$ cat src/design/sha256sh_pkg.sv
// Shared types, constants and functions of the SHA-256 stream hasher.
// No dependencies; every other design file refers to this package by scoped names.

package sha256sh_pkg;

    typedef logic [31:0] word_t;

    typedef struct packed {
        word_t a;
        word_t b;
        word_t c;
        word_t d;
        word_t e;
        word_t f;
        word_t g;
        word_t h;
    } work_t;

    typedef struct packed {
        logic byte_en;
        logic round_en;
        logic early;
    } sched_ctrl_t;

    localparam logic KIND_DATA = 1'b0;
    localparam logic KIND_END  = 1'b1;

    localparam logic [7:0] PAD_MARK      = 8'h80;
    localparam logic [5:0] LEN_START     = 6'd56;
    localparam logic [5:0] LAST_ROUND    = 6'd63;
    localparam logic [5:0] LAST_BYTE     = 6'd63;
    localparam logic [2:0] LAST_WORD_IDX = 3'd7;

    localparam work_t HASH_INIT = '{
        a: 32'h6a09e667, b: 32'hbb67ae85, c: 32'h3c6ef372, d: 32'ha54ff53a,
        e: 32'h510e527f, f: 32'h9b05688c, g: 32'h1f83d9ab, h: 32'h5be0cd19
    };

    localparam word_t ROUND_K [64] = '{
        32'h428a2f98, 32'h71374491, 32'hb5c0fbcf, 32'he9b5dba5,
        32'h3956c25b, 32'h59f111f1, 32'h923f82a4, 32'hab1c5ed5,
        32'hd807aa98, 32'h12835b01, 32'h243185be, 32'h550c7dc3,
        32'h72be5d74, 32'h80deb1fe, 32'h9bdc06a7, 32'hc19bf174,
        32'he49b69c1, 32'hefbe4786, 32'h0fc19dc6, 32'h240ca1cc,
        32'h2de92c6f, 32'h4a7484aa, 32'h5cb0a9dc, 32'h76f988da,
        32'h983e5152, 32'ha831c66d, 32'hb00327c8, 32'hbf597fc7,
        32'hc6e00bf3, 32'hd5a79147, 32'h06ca6351, 32'h14292967,
        32'h27b70a85, 32'h2e1b2138, 32'h4d2c6dfc, 32'h53380d13,
        32'h650a7354, 32'h766a0abb, 32'h81c2c92e, 32'h92722c85,
        32'ha2bfe8a1, 32'ha81a664b, 32'hc24b8b70, 32'hc76c51a3,
        32'hd192e819, 32'hd6990624, 32'hf40e3585, 32'h106aa070,
        32'h19a4c116, 32'h1e376c08, 32'h2748774c, 32'h34b0bcb5,
        32'h391c0cb3, 32'h4ed8aa4a, 32'h5b9cca4f, 32'h682e6ff3,
        32'h748f82ee, 32'h78a5636f, 32'h84c87814, 32'h8cc70208,
        32'h90befffa, 32'ha4506ceb, 32'hbef9a3f7, 32'hc67178f2
    };

    function automatic word_t small_sigma0(input word_t x);
        return {x[6:0], x[31:7]} ^ {x[17:0], x[31:18]} ^ {3'b000, x[31:3]};
    endfunction

    function automatic word_t small_sigma1(input word_t x);
        return {x[16:0], x[31:17]} ^ {x[18:0], x[31:19]} ^ {10'b0, x[31:10]};
    endfunction

    function automatic word_t big_sigma0(input word_t x);
        return {x[1:0], x[31:2]} ^ {x[12:0], x[31:13]} ^ {x[21:0], x[31:22]};
    endfunction

    function automatic word_t big_sigma1(input word_t x);
        return {x[5:0], x[31:6]} ^ {x[10:0], x[31:11]} ^ {x[24:0], x[31:25]};
    endfunction

endpackage

$ cat src/design/sha256sh_sched.sv
// Sixteen-word message window: packs incoming bytes big-endian and then
// produces one schedule word per round. Depends on sha256sh_pkg.

module sha256sh_sched
(
    input  logic                      clk,
    input  sha256sh_pkg::sched_ctrl_t ctrl,
    input  logic [7:0]                byte_in,
    output sha256sh_pkg::word_t       w_out
);

    sha256sh_pkg::word_t win_reg [16];
    sha256sh_pkg::word_t win_next [16];
    sha256sh_pkg::word_t w_calc;

    always_comb
    begin
        w_calc = sha256sh_pkg::small_sigma1(win_reg[14]) + win_reg[9]
               + sha256sh_pkg::small_sigma0(win_reg[1]) + win_reg[0];
        w_out  = ctrl.early ? win_reg[0] : w_calc;
    end

    always_comb
    begin
        for (int i = 0; i < 16; i++)
        begin
            win_next[i] = win_reg[i];
        end
        if (ctrl.byte_en)
        begin
            for (int i = 0; i < 15; i++)
            begin
                win_next[i] = {win_reg[i][23:0], win_reg[i + 1][31:24]};
            end
            win_next[15] = {win_reg[15][23:0], byte_in};
        end
        else if (ctrl.round_en)
        begin
            for (int i = 0; i < 15; i++)
            begin
                win_next[i] = win_reg[i + 1];
            end
            win_next[15] = w_out;
        end
    end

    always_ff @(posedge clk)
    begin
        for (int i = 0; i < 16; i++)
        begin
            win_reg[i] <= win_next[i];
        end
    end

endmodule

$ cat src/design/sha256sh_round.sv
// One SHA-256 compression round, shared by all 64 rounds of a block.
// Depends on sha256sh_pkg.

module sha256sh_round
(
    input  sha256sh_pkg::work_t cur,
    input  sha256sh_pkg::word_t w,
    input  sha256sh_pkg::word_t k,
    output sha256sh_pkg::work_t nxt
);

    sha256sh_pkg::word_t ch;
    sha256sh_pkg::word_t maj;
    sha256sh_pkg::word_t t1;
    sha256sh_pkg::word_t t2;

    always_comb
    begin
        ch  = (cur.e & cur.f) ^ (~cur.e & cur.g);
        maj = (cur.a & cur.b) ^ (cur.a & cur.c) ^ (cur.b & cur.c);
        t1  = cur.h + sha256sh_pkg::big_sigma1(cur.e) + ch + k + w;
        t2  = sha256sh_pkg::big_sigma0(cur.a) + maj;
        nxt.h = cur.g;
        nxt.g = cur.f;
        nxt.f = cur.e;
        nxt.e = cur.d + t1;
        nxt.d = cur.c;
        nxt.c = cur.b;
        nxt.b = cur.a;
        nxt.a = t1 + t2;
    end

endmodule

$ cat src/design/sha256_stream_hasher.sv
// Top level of the SHA-256 stream hasher: sequencer, hash state and output port.
// Depends on sha256sh_pkg, sha256sh_sched and sha256sh_round.
//
// Usage: the input stream carries one message byte per beat in s_axis_tdata,
// with s_axis_tuser low. A beat with s_axis_tuser high ends the message; its
// data is ignored. The block pads the message, finishes the hash and sends
// the digest as eight beats on the output stream, word 0 (most significant)
// first, with the word position in m_axis_tuser and m_axis_tlast on word 7.
// Flow: the 64th byte of a block starts the compression, which runs all 64
// rounds on one shared round unit and then folds the result into the hash
// state; no byte is taken while a block is being compressed. The end beat
// feeds padding bytes one per cycle (up to 71), paused by one or two
// compressions, then the eight digest beats.
// s_axis_tready is high only while the block waits for the next byte.
// When the receiver stalls, the current digest word is held until taken.
// Reset restores the initial hash values and an empty message; the next
// message starts right after the last digest beat.

module sha256_stream_hasher
(
    input  logic        clk,
    input  logic        rst_n,
    input  logic        s_axis_tvalid,
    output logic        s_axis_tready,
    input  logic [7:0]  s_axis_tdata,   // [7:0] data_byte
    input  logic        s_axis_tuser,   // [0] kind
    output logic        m_axis_tvalid,
    input  logic        m_axis_tready,
    output logic [31:0] m_axis_tdata,   // [31:0] digest_word
    output logic [2:0]  m_axis_tuser,   // [2:0] word_index
    output logic        m_axis_tlast
);

    localparam logic [2:0] ST_IDLE   = 3'd0;
    localparam logic [2:0] ST_PAD    = 3'd1;
    localparam logic [2:0] ST_ROUND  = 3'd2;
    localparam logic [2:0] ST_UPDATE = 3'd3;
    localparam logic [2:0] ST_OUT    = 3'd4;

    logic [2:0]          state_reg, state_next;
    logic [5:0]          fill_reg, fill_next;
    logic [60:0]         count_reg, count_next;
    logic [5:0]          round_reg, round_next;
    logic                final_reg, final_next;
    logic                len_ok_reg, len_ok_next;
    logic [2:0]          idx_reg, idx_next;
    sha256sh_pkg::work_t hash_reg, hash_next;
    sha256sh_pkg::work_t work_reg, work_next;

    sha256sh_pkg::sched_ctrl_t sched_ctrl;
    sha256sh_pkg::word_t       w_word;
    sha256sh_pkg::work_t       round_out;
    logic                      in_fire;
    logic                      push_en;
    logic [7:0]                push_byte;
    logic [63:0]               len_shift;

    sha256sh_sched u_sched
    (
        .clk     (clk),
        .ctrl    (sched_ctrl),
        .byte_in (push_byte),
        .w_out   (w_word)
    );

    sha256sh_round u_round
    (
        .cur (work_reg),
        .w   (w_word),
        .k   (sha256sh_pkg::ROUND_K[round_reg]),
        .nxt (round_out)
    );

    assign s_axis_tready = (state_reg == ST_IDLE);
    assign in_fire       = s_axis_tvalid && s_axis_tready;
    assign push_en       = in_fire || (state_reg == ST_PAD);
    assign len_shift     = {count_reg, 3'b000} << {fill_reg[2:0], 3'b000};

    always_comb
    begin
        push_byte = 8'h00;
        if (state_reg == ST_IDLE)
        begin
            push_byte = (s_axis_tuser == sha256sh_pkg::KIND_DATA) ? s_axis_tdata
                                                                  : sha256sh_pkg::PAD_MARK;
        end
        else if (len_ok_reg && (fill_reg >= sha256sh_pkg::LEN_START))
        begin
            push_byte = len_shift[63:56];
        end
    end

    always_comb
    begin
        sched_ctrl.byte_en  = push_en;
        sched_ctrl.round_en = (state_reg == ST_ROUND);
        sched_ctrl.early    = (round_reg[5:4] == 2'b00);
    end

    always_comb
    begin
        state_next  = state_reg;
        fill_next   = fill_reg;
        count_next  = count_reg;
        round_next  = round_reg;
        final_next  = final_reg;
        len_ok_next = len_ok_reg;
        idx_next    = idx_reg;
        hash_next   = hash_reg;
        work_next   = work_reg;

        if (push_en)
        begin
            fill_next = fill_reg + 6'd1;
            if (fill_reg == sha256sh_pkg::LAST_BYTE)
            begin
                state_next = ST_ROUND;
                round_next = '0;
                work_next  = hash_reg;
            end
            else if (in_fire && (s_axis_tuser == sha256sh_pkg::KIND_END))
            begin
                state_next = ST_PAD;
            end
        end

        unique case (state_reg)
            ST_IDLE:
            begin
                if (in_fire)
                begin
                    if (s_axis_tuser == sha256sh_pkg::KIND_DATA)
                    begin
                        count_next = count_reg + 61'd1;
                    end
                    else
                    begin
                        final_next  = 1'b1;
                        len_ok_next = (fill_reg < sha256sh_pkg::LEN_START);
                    end
                end
            end
            ST_PAD:
            begin
            end
            ST_ROUND:
            begin
                work_next  = round_out;
                round_next = round_reg + 6'd1;
                if (round_reg == sha256sh_pkg::LAST_ROUND)
                begin
                    state_next = ST_UPDATE;
                end
            end
            ST_UPDATE:
            begin
                hash_next.a = hash_reg.a + work_reg.a;
                hash_next.b = hash_reg.b + work_reg.b;
                hash_next.c = hash_reg.c + work_reg.c;
                hash_next.d = hash_reg.d + work_reg.d;
                hash_next.e = hash_reg.e + work_reg.e;
                hash_next.f = hash_reg.f + work_reg.f;
                hash_next.g = hash_reg.g + work_reg.g;
                hash_next.h = hash_reg.h + work_reg.h;
                if (!final_reg)
                begin
                    state_next = ST_IDLE;
                end
                else if (len_ok_reg)
                begin
                    state_next = ST_OUT;
                    idx_next   = '0;
                end
                else
                begin
                    len_ok_next = 1'b1;
                    state_next  = ST_PAD;
                end
            end
            ST_OUT:
            begin
                if (m_axis_tready)
                begin
                    idx_next = idx_reg + 3'd1;
                    if (idx_reg == sha256sh_pkg::LAST_WORD_IDX)
                    begin
                        hash_next  = sha256sh_pkg::HASH_INIT;
                        count_next = '0;
                        final_next = 1'b0;
                        state_next = ST_IDLE;
                    end
                end
            end
            default:
            begin
                state_next = ST_IDLE;
            end
        endcase
    end

    always_ff @(posedge clk or negedge rst_n)
    begin
        if (!rst_n)
        begin
            state_reg  <= ST_IDLE;
            fill_reg   <= '0;
            count_reg  <= '0;
            round_reg  <= '0;
            final_reg  <= 1'b0;
            len_ok_reg <= 1'b0;
            idx_reg    <= '0;
            hash_reg   <= sha256sh_pkg::HASH_INIT;
        end
        else
        begin
            state_reg  <= state_next;
            fill_reg   <= fill_next;
            count_reg  <= count_next;
            round_reg  <= round_next;
            final_reg  <= final_next;
            len_ok_reg <= len_ok_next;
            idx_reg    <= idx_next;
            hash_reg   <= hash_next;
        end
    end

    always_ff @(posedge clk)
    begin
        work_reg <= work_next;
    end

    assign m_axis_tvalid = (state_reg == ST_OUT);
    assign m_axis_tuser  = idx_reg;
    assign m_axis_tlast  = (idx_reg == sha256sh_pkg::LAST_WORD_IDX);

    always_comb
    begin
        unique case (idx_reg)
            3'd0: m_axis_tdata = hash_reg.a;
            3'd1: m_axis_tdata = hash_reg.b;
            3'd2: m_axis_tdata = hash_reg.c;
            3'd3: m_axis_tdata = hash_reg.d;
            3'd4: m_axis_tdata = hash_reg.e;
            3'd5: m_axis_tdata = hash_reg.f;
            3'd6: m_axis_tdata = hash_reg.g;
            3'd7: m_axis_tdata = hash_reg.h;
        endcase
    end

endmodule

$ cat config.mk
export PLATFORM = sky130hd
export DESIGN_NAME = sha256_stream_hasher
export DESIGN_NICKNAME = d
export VERILOG_FILES = /design/src/design/sha256sh_pkg.sv /design/src/design/sha256sh_sched.sv /design/src/design/sha256sh_round.sv /design/src/design/sha256_stream_hasher.sv
export SDC_FILE = /design/constraint.sdc
export NUM_CORES = 2
export LEC_CHECK = 0
export BUFFER_PORTS_ARGS = -buffer_cell sky130_fd_sc_hd__buf_4
export CAP_MARGIN = 20
export CORE_UTILIZATION = 59
export DETAILED_ROUTE_END_ITERATION = 8
export MAX_ROUTING_LAYER = met4
export PLACE_DENSITY = 0.78
export SLEW_MARGIN = 10
export SYNTH_ARGS = -nofsm -noshare
export SYNTH_HDL_FRONTEND = slang
export SYNTH_SLANG_ARGS = --single-unit
$ cat constraint.sdc
create_clock -name clk -period 12.84 [get_ports clk]
set_input_delay 2.568 -clock clk [delete_from_list [all_inputs] [get_ports clk]]
set_output_delay 2.568 -clock clk [all_outputs]
set_load 0.01 [all_outputs]
**After elaboration in Yosys (flattened, before gate mapping)**

Memories as Yosys holds them, arrays and structs flattened.
Cells that the tools add are included.

- Eq/ne operators: 20
- Mux-type cells: 45
- Bitwise gates (word level): 18
- Shifts and indexed selects: 1
- Reduce and logical (&&, ||, !) cells: 19
- $add $sub $neg: 22
- Magnitude comparators: 3

Operators with widths:

| operator | number |
|---|---|
| 256-bit 2-to-1 mux | 5 |
| 512-bit 2-to-1 mux | 2 |
| 32-bit adder | 18 |
| 256-bit one-hot mux with 2 select lines | 1 |
| 32-bit bitwise XOR | 9 |
| 32-bit one-hot mux with 8 select lines | 1 |
| 61-bit 2-to-1 mux | 4 |
| 32-bit bitwise AND | 5 |
| 61-bit one-hot mux with 2 select lines | 1 |
| 32-bit 2-to-1 mux | 3 |
| 64-bit by 6-bit << shifter with 64-bit output | 1 |
| 61-bit by 1-bit adder with 61-bit output, second input constant | 1 |
| 3-bit 2-to-1 mux | 11 |
| 32-bit NOT | 1 |
| 32-bit by 22-bit bitwise XOR with 32-bit output | 1 |
| 32-bit by 29-bit bitwise XOR with 32-bit output | 1 |
| 8-bit 2-to-1 mux | 3 |
| 6-bit 2-to-1 mux | 3 |
| 3-bit == test, second input constant | 5 |
| 6-bit by 1-bit adder with 6-bit output, second input constant | 2 |
| 3-bit by 2-bit == test with 1-bit output, second input constant | 4 |
| 6-bit == test, second input constant | 2 |
| 3-bit one-hot mux with 4 select lines | 1 |
| 5-bit AND reduction | 2 |
| other kinds (20) | 41 |

- Logic and storage cells: 153
- Output and inout port bits: 38
- Flip-flop bits (word level): 593
- Bits in read-only memories: 2,048
- Bits of input ports: 13
- Memory bits (writable): 512
- Memories kept: 2

Memory list:

| name | depth | bits a word | rd ports | clocked after memory_dff | write ports | line | text |
|---|---|---|---|---|---|---|---|
| (no name shown) | 64 | 32 | 1 | 0 | 0 | sha256_stream_hasher.sv:70 | `.k (sha256sh_pkg::ROUND_K[round_reg]),` |
| u_sched.win_reg | 16 | 32 | 16 | 0 | 16 | sha256sh_sched.sv:12 | `sha256sh_pkg::word_t win_reg [16];` |

**Longest topological paths before layout**

- Depth after elaboration: 9
- Depth in mapped cells: 44
- Depth with buffers taken out: 43

**Modules after synthesis**

A second synthesis with hierarchy kept.

- Cell total of the unflattened synthesis: 7,388
- Area total of the unflattened synthesis: 78,484.0 um2

By module, submodules not included:

| module | instances | sequential area each (um2) | area each (um2) | cells each |
|---|---|---|---|---|
| sha256_stream_hasher | 1 | 16,290.6 | 41,104.4 | 4,263 |
| sha256sh_sched | 1 | 15,374.7 | 26,250.2 | 1,735 |
| sha256sh_round | 1 | 0.0 | 11,129.4 | 1,390 |

**Least setup slack after synthesis**

No wires, ideal clock.

- Path type: input-to-reg
- Start: input port s_axis_tvalid
- End: memory u_sched.win_reg[0][0] (netlist bit), enable pin
- Library setup time: 3,633 ps
- Buffers on the path: 3
- Data required time: 9,207 ps
- Stages on the path: 5
- Arrival time: 11,944 ps
- Path slack: -2,736 ps
- Cells stage by stage: o21ai_0 -> clkbuf_1 -> clkbuf_1 -> clkbuf_1 -> nand2_1

RTL lines:

| item | line | text |
|---|---|---|
| from (decl) | sha256_stream_hasher.sv:23 | `input logic s_axis_tvalid,` |
| to (decl) | sha256sh_sched.sv:12 |  |

==> summary.md <==
| Metric | Value |
|---|---|
| Status | complete, no violations |
| IO Count | 51 |
| Most frequent CP cell | a21oi_1 |
| Final setup TNS | 0 ps |
| Synth unique cells | 100 |
| Die area | 0.130 mm^2 |
| Final Wtd Congestion | 1.00 |
| Via count | 62,300 |
| Clock H-tree levels | 3 |
| Final ANT Viol Nets | 0 |
| GRT Residual Overflow | 0 |
| Crit-path slowest cell | ha_1 |
| Clk_lat worst skew | 800 ps |
| Setup CP Type | reg2reg |
| Mean cell area of the mapped netlist | 8.99 um^2 |
| Clock slew at reported path FFs | 60 ps |
| Clock sink total | 1,105 |
| Max clock buf depth | 3 |
| DR vias/cell | 6.24 |
| CTS tree | yes |
| Hold_buf cts | 0 |
| Fin nets | 8,852 |
| Hpwl dp | 177,000 um |
| Commonest non-fill, non-tap cell in the layout | nand2_1 |
| Chip height | 361 um |
| Antenna violations before repair | 4 |
| Relative slew slack | 22.1% |
| Max reg flops | 512 |
| CP Depth | 36 |
| R2R cell count | 36 |
| Clock skew | 91.0 ps |
| Pins over their slew limit | 0 |
| Clk root buf | clkbuf_16 |
| Row cnt | 131 |
| Unrepaired setup endpoints after global routing | false |
| Initial core utilization | 59.5% |
| Worst hold stages | 2 |
| DRC | 0 |
| Hold crit path type | reg2reg |
| Asr flop ratio synth | 30.5% |
| CTS Buf Count | 120 |
| Sequential share of the synthesized area | 41.7% |
| First-pass GRT wire length | 368,000 um |
| Post-Syn Instances | 8,450 |
| Setup violators final | 0 |
| Top_reg_cell synth | edfxtp_1 |
| Total routing usage reported by global routing | 38.3% |
| First-pass detailed-route iteration total | 8 |
| Slew @ Worst Pin | 1170 ps |
| Number of synthesized flops with an enable pin | 768 |
| Worst path arrival time | 10,850 ps |
| PortBufs | 50 |
| CP Capture Type | flop |
| Largest net degree at the start of global routing | 243 |
| Synth Cell Area | 0.0760 mm^2 |
| Syn Nets | 9,076 |
| CP max FO | 19 |
| Number of DRC markers in iteration 0 | 7,809 |
| Tcrit/Tclk final | 80.6% |
| Commonest non-fill, non-tap cells in the layout | nand2_1 (2,405), edfxtp_1 (768), a21oi_1 (478) |
| Vias in the first global route | 59,200 |
| Chip Width | 361 um |
| Worst path required time | 13,350 ps |
| Layout area overhead | 7.35% |
| CP max stage delay | 910 ps |
| Post-route minimum period | 10,340 ps |
| Post-synthesis register bit count | 1,105 |
| Max-cap violations | 0 |
| CP bufs+invs | 3 |
| Share of cells above drive strength 1 | 7.18% |
| WL/cell | 24.5 um |
| Post_cts resized | 0 |
| Hold Vio Cnt, Final | 0 |
| Synth Warn # | 0 |
| Post-CTS Setup Bufs | 0 |
| Detailed-route wire length | 245,000 um |
| Core area | 0.128 mm^2 |
| Kind of start point of the critical path | flop |
| Max Fclk | 96.7 MHz |
| Delay-heaviest family, CP | compound AO/OA/AOI/OAI gates |
stage by stage:
stage | setup slack, ps | instances | util (%) | cell area (um^2) | hold WS [ps]
floorplan | 2480 | 8450 | - | 76000 | 435
global placement | 2750 | 9764 | 60.6 | 77400 | 454
detailed placement | 2770 | 9764 | 60.6 | 77400 | 450
CTS | 2780 | 9994 | 63.9 | 81500 | 452
global route | 1730 | 9997 | 63.9 | 81600 | 487
finish | 2500 | 9998 | 63.9 | 81600 | 456
worst paths after layout:
path / startpoint / to / slack (ps)
setup / recovery: round_reg[0] / work_reg[254] / 2500
min in group asynchronous: rst_n / hash_reg[193] / 1750
hold reg to reg: u_sched.win_reg[1][162] / u_sched.win_reg[1][170] / 460
setup reg to reg: round_reg[0] / work_reg[254] / 2500
max in group asynchronous: rst_n / hash_reg[54] / 9460
hold / removal: u_sched.win_reg[1][162] / u_sched.win_reg[1][170] / 460
per-layer routing:
metal	vias to the layer above	global-route usage (%)	part of all wire, %
li1	28600	-	-
met1	30200	54.9	43
met2	3041	54.9	43
met3	507	6.55	9.9
met4	0	12.9	3.9
met5	-	-	0
area by class of cell:
cell class	count	area [um^2]
Clock inverter	60	744
Clock buffer	170	3400
Timing Repair Buffer	131	1050
Tap cell	1662	2080
Multi-Input combinational cell	6475	41200
Inverter	393	1480
Antenna cell	2	5.00
Sequential cell	1105	31700
Fill cell	10600	46100
tightest hold or removal path: stages (launching register included):
cell,delay (ps)
edfxtp_1,340
nand2_1,50
nand2_1,50
cell families after synthesis:
kind of cell               after synthesis  synth area share (%)
buffers and inverters                  870                  4.31
AOI/OAI and AO/OA                     1696                  14.0
adders and majority gates              616                  12.1
muxes                                  139                  2.30
DFF                                   1105                  41.7
and+or+nand+nor                       3402                  18.4
xor gates and xnor gates               622                  7.21
synthesized netlist by cell type, types with 31 or more instances:
cell type / instances / area, um^2
nand2_1: 2409 / 9040
edfxtp_1: 768 / 23100
a21oi_1: 478 / 2390
clkbuf_1: 435 / 1630
ha_1: 416 / 5200
o21ai_0: 416 / 2080
nor2_1: 404 / 1520
inv_1: 391 / 1470
xnor2_1: 351 / 3070
xor2_1: 269 / 2360
a21o_1: 206 / 1550
dfrtp_1: 201 / 5030
fa_1: 197 / 3940
nand3_1: 146 / 731
nor3_1: 137 / 686
dfstp_2: 136 / 3570
o21ai_1: 91 / 455
mux2_2: 72 / 811
nand2b_1: 57 / 357
o31ai_1: 51 / 383
o21a_1: 49 / 368
or3_1: 49 / 307
mux2i_1: 46 / 460
nor2b_1: 46 / 288
a31oi_1: 45 / 282
a211oi_1: 42 / 315
o21bai_1: 40 / 300
buf_1: 36 / 135
o211ai_1: 35 / 263
and3_1: 33 / 206
a222oi_1: 32 / 320
nand4_1: 31 / 194
Power is left out: the tool's default activity adds up to more than one toggle a clock period on the data nets, which glitch-free logic cannot reach.
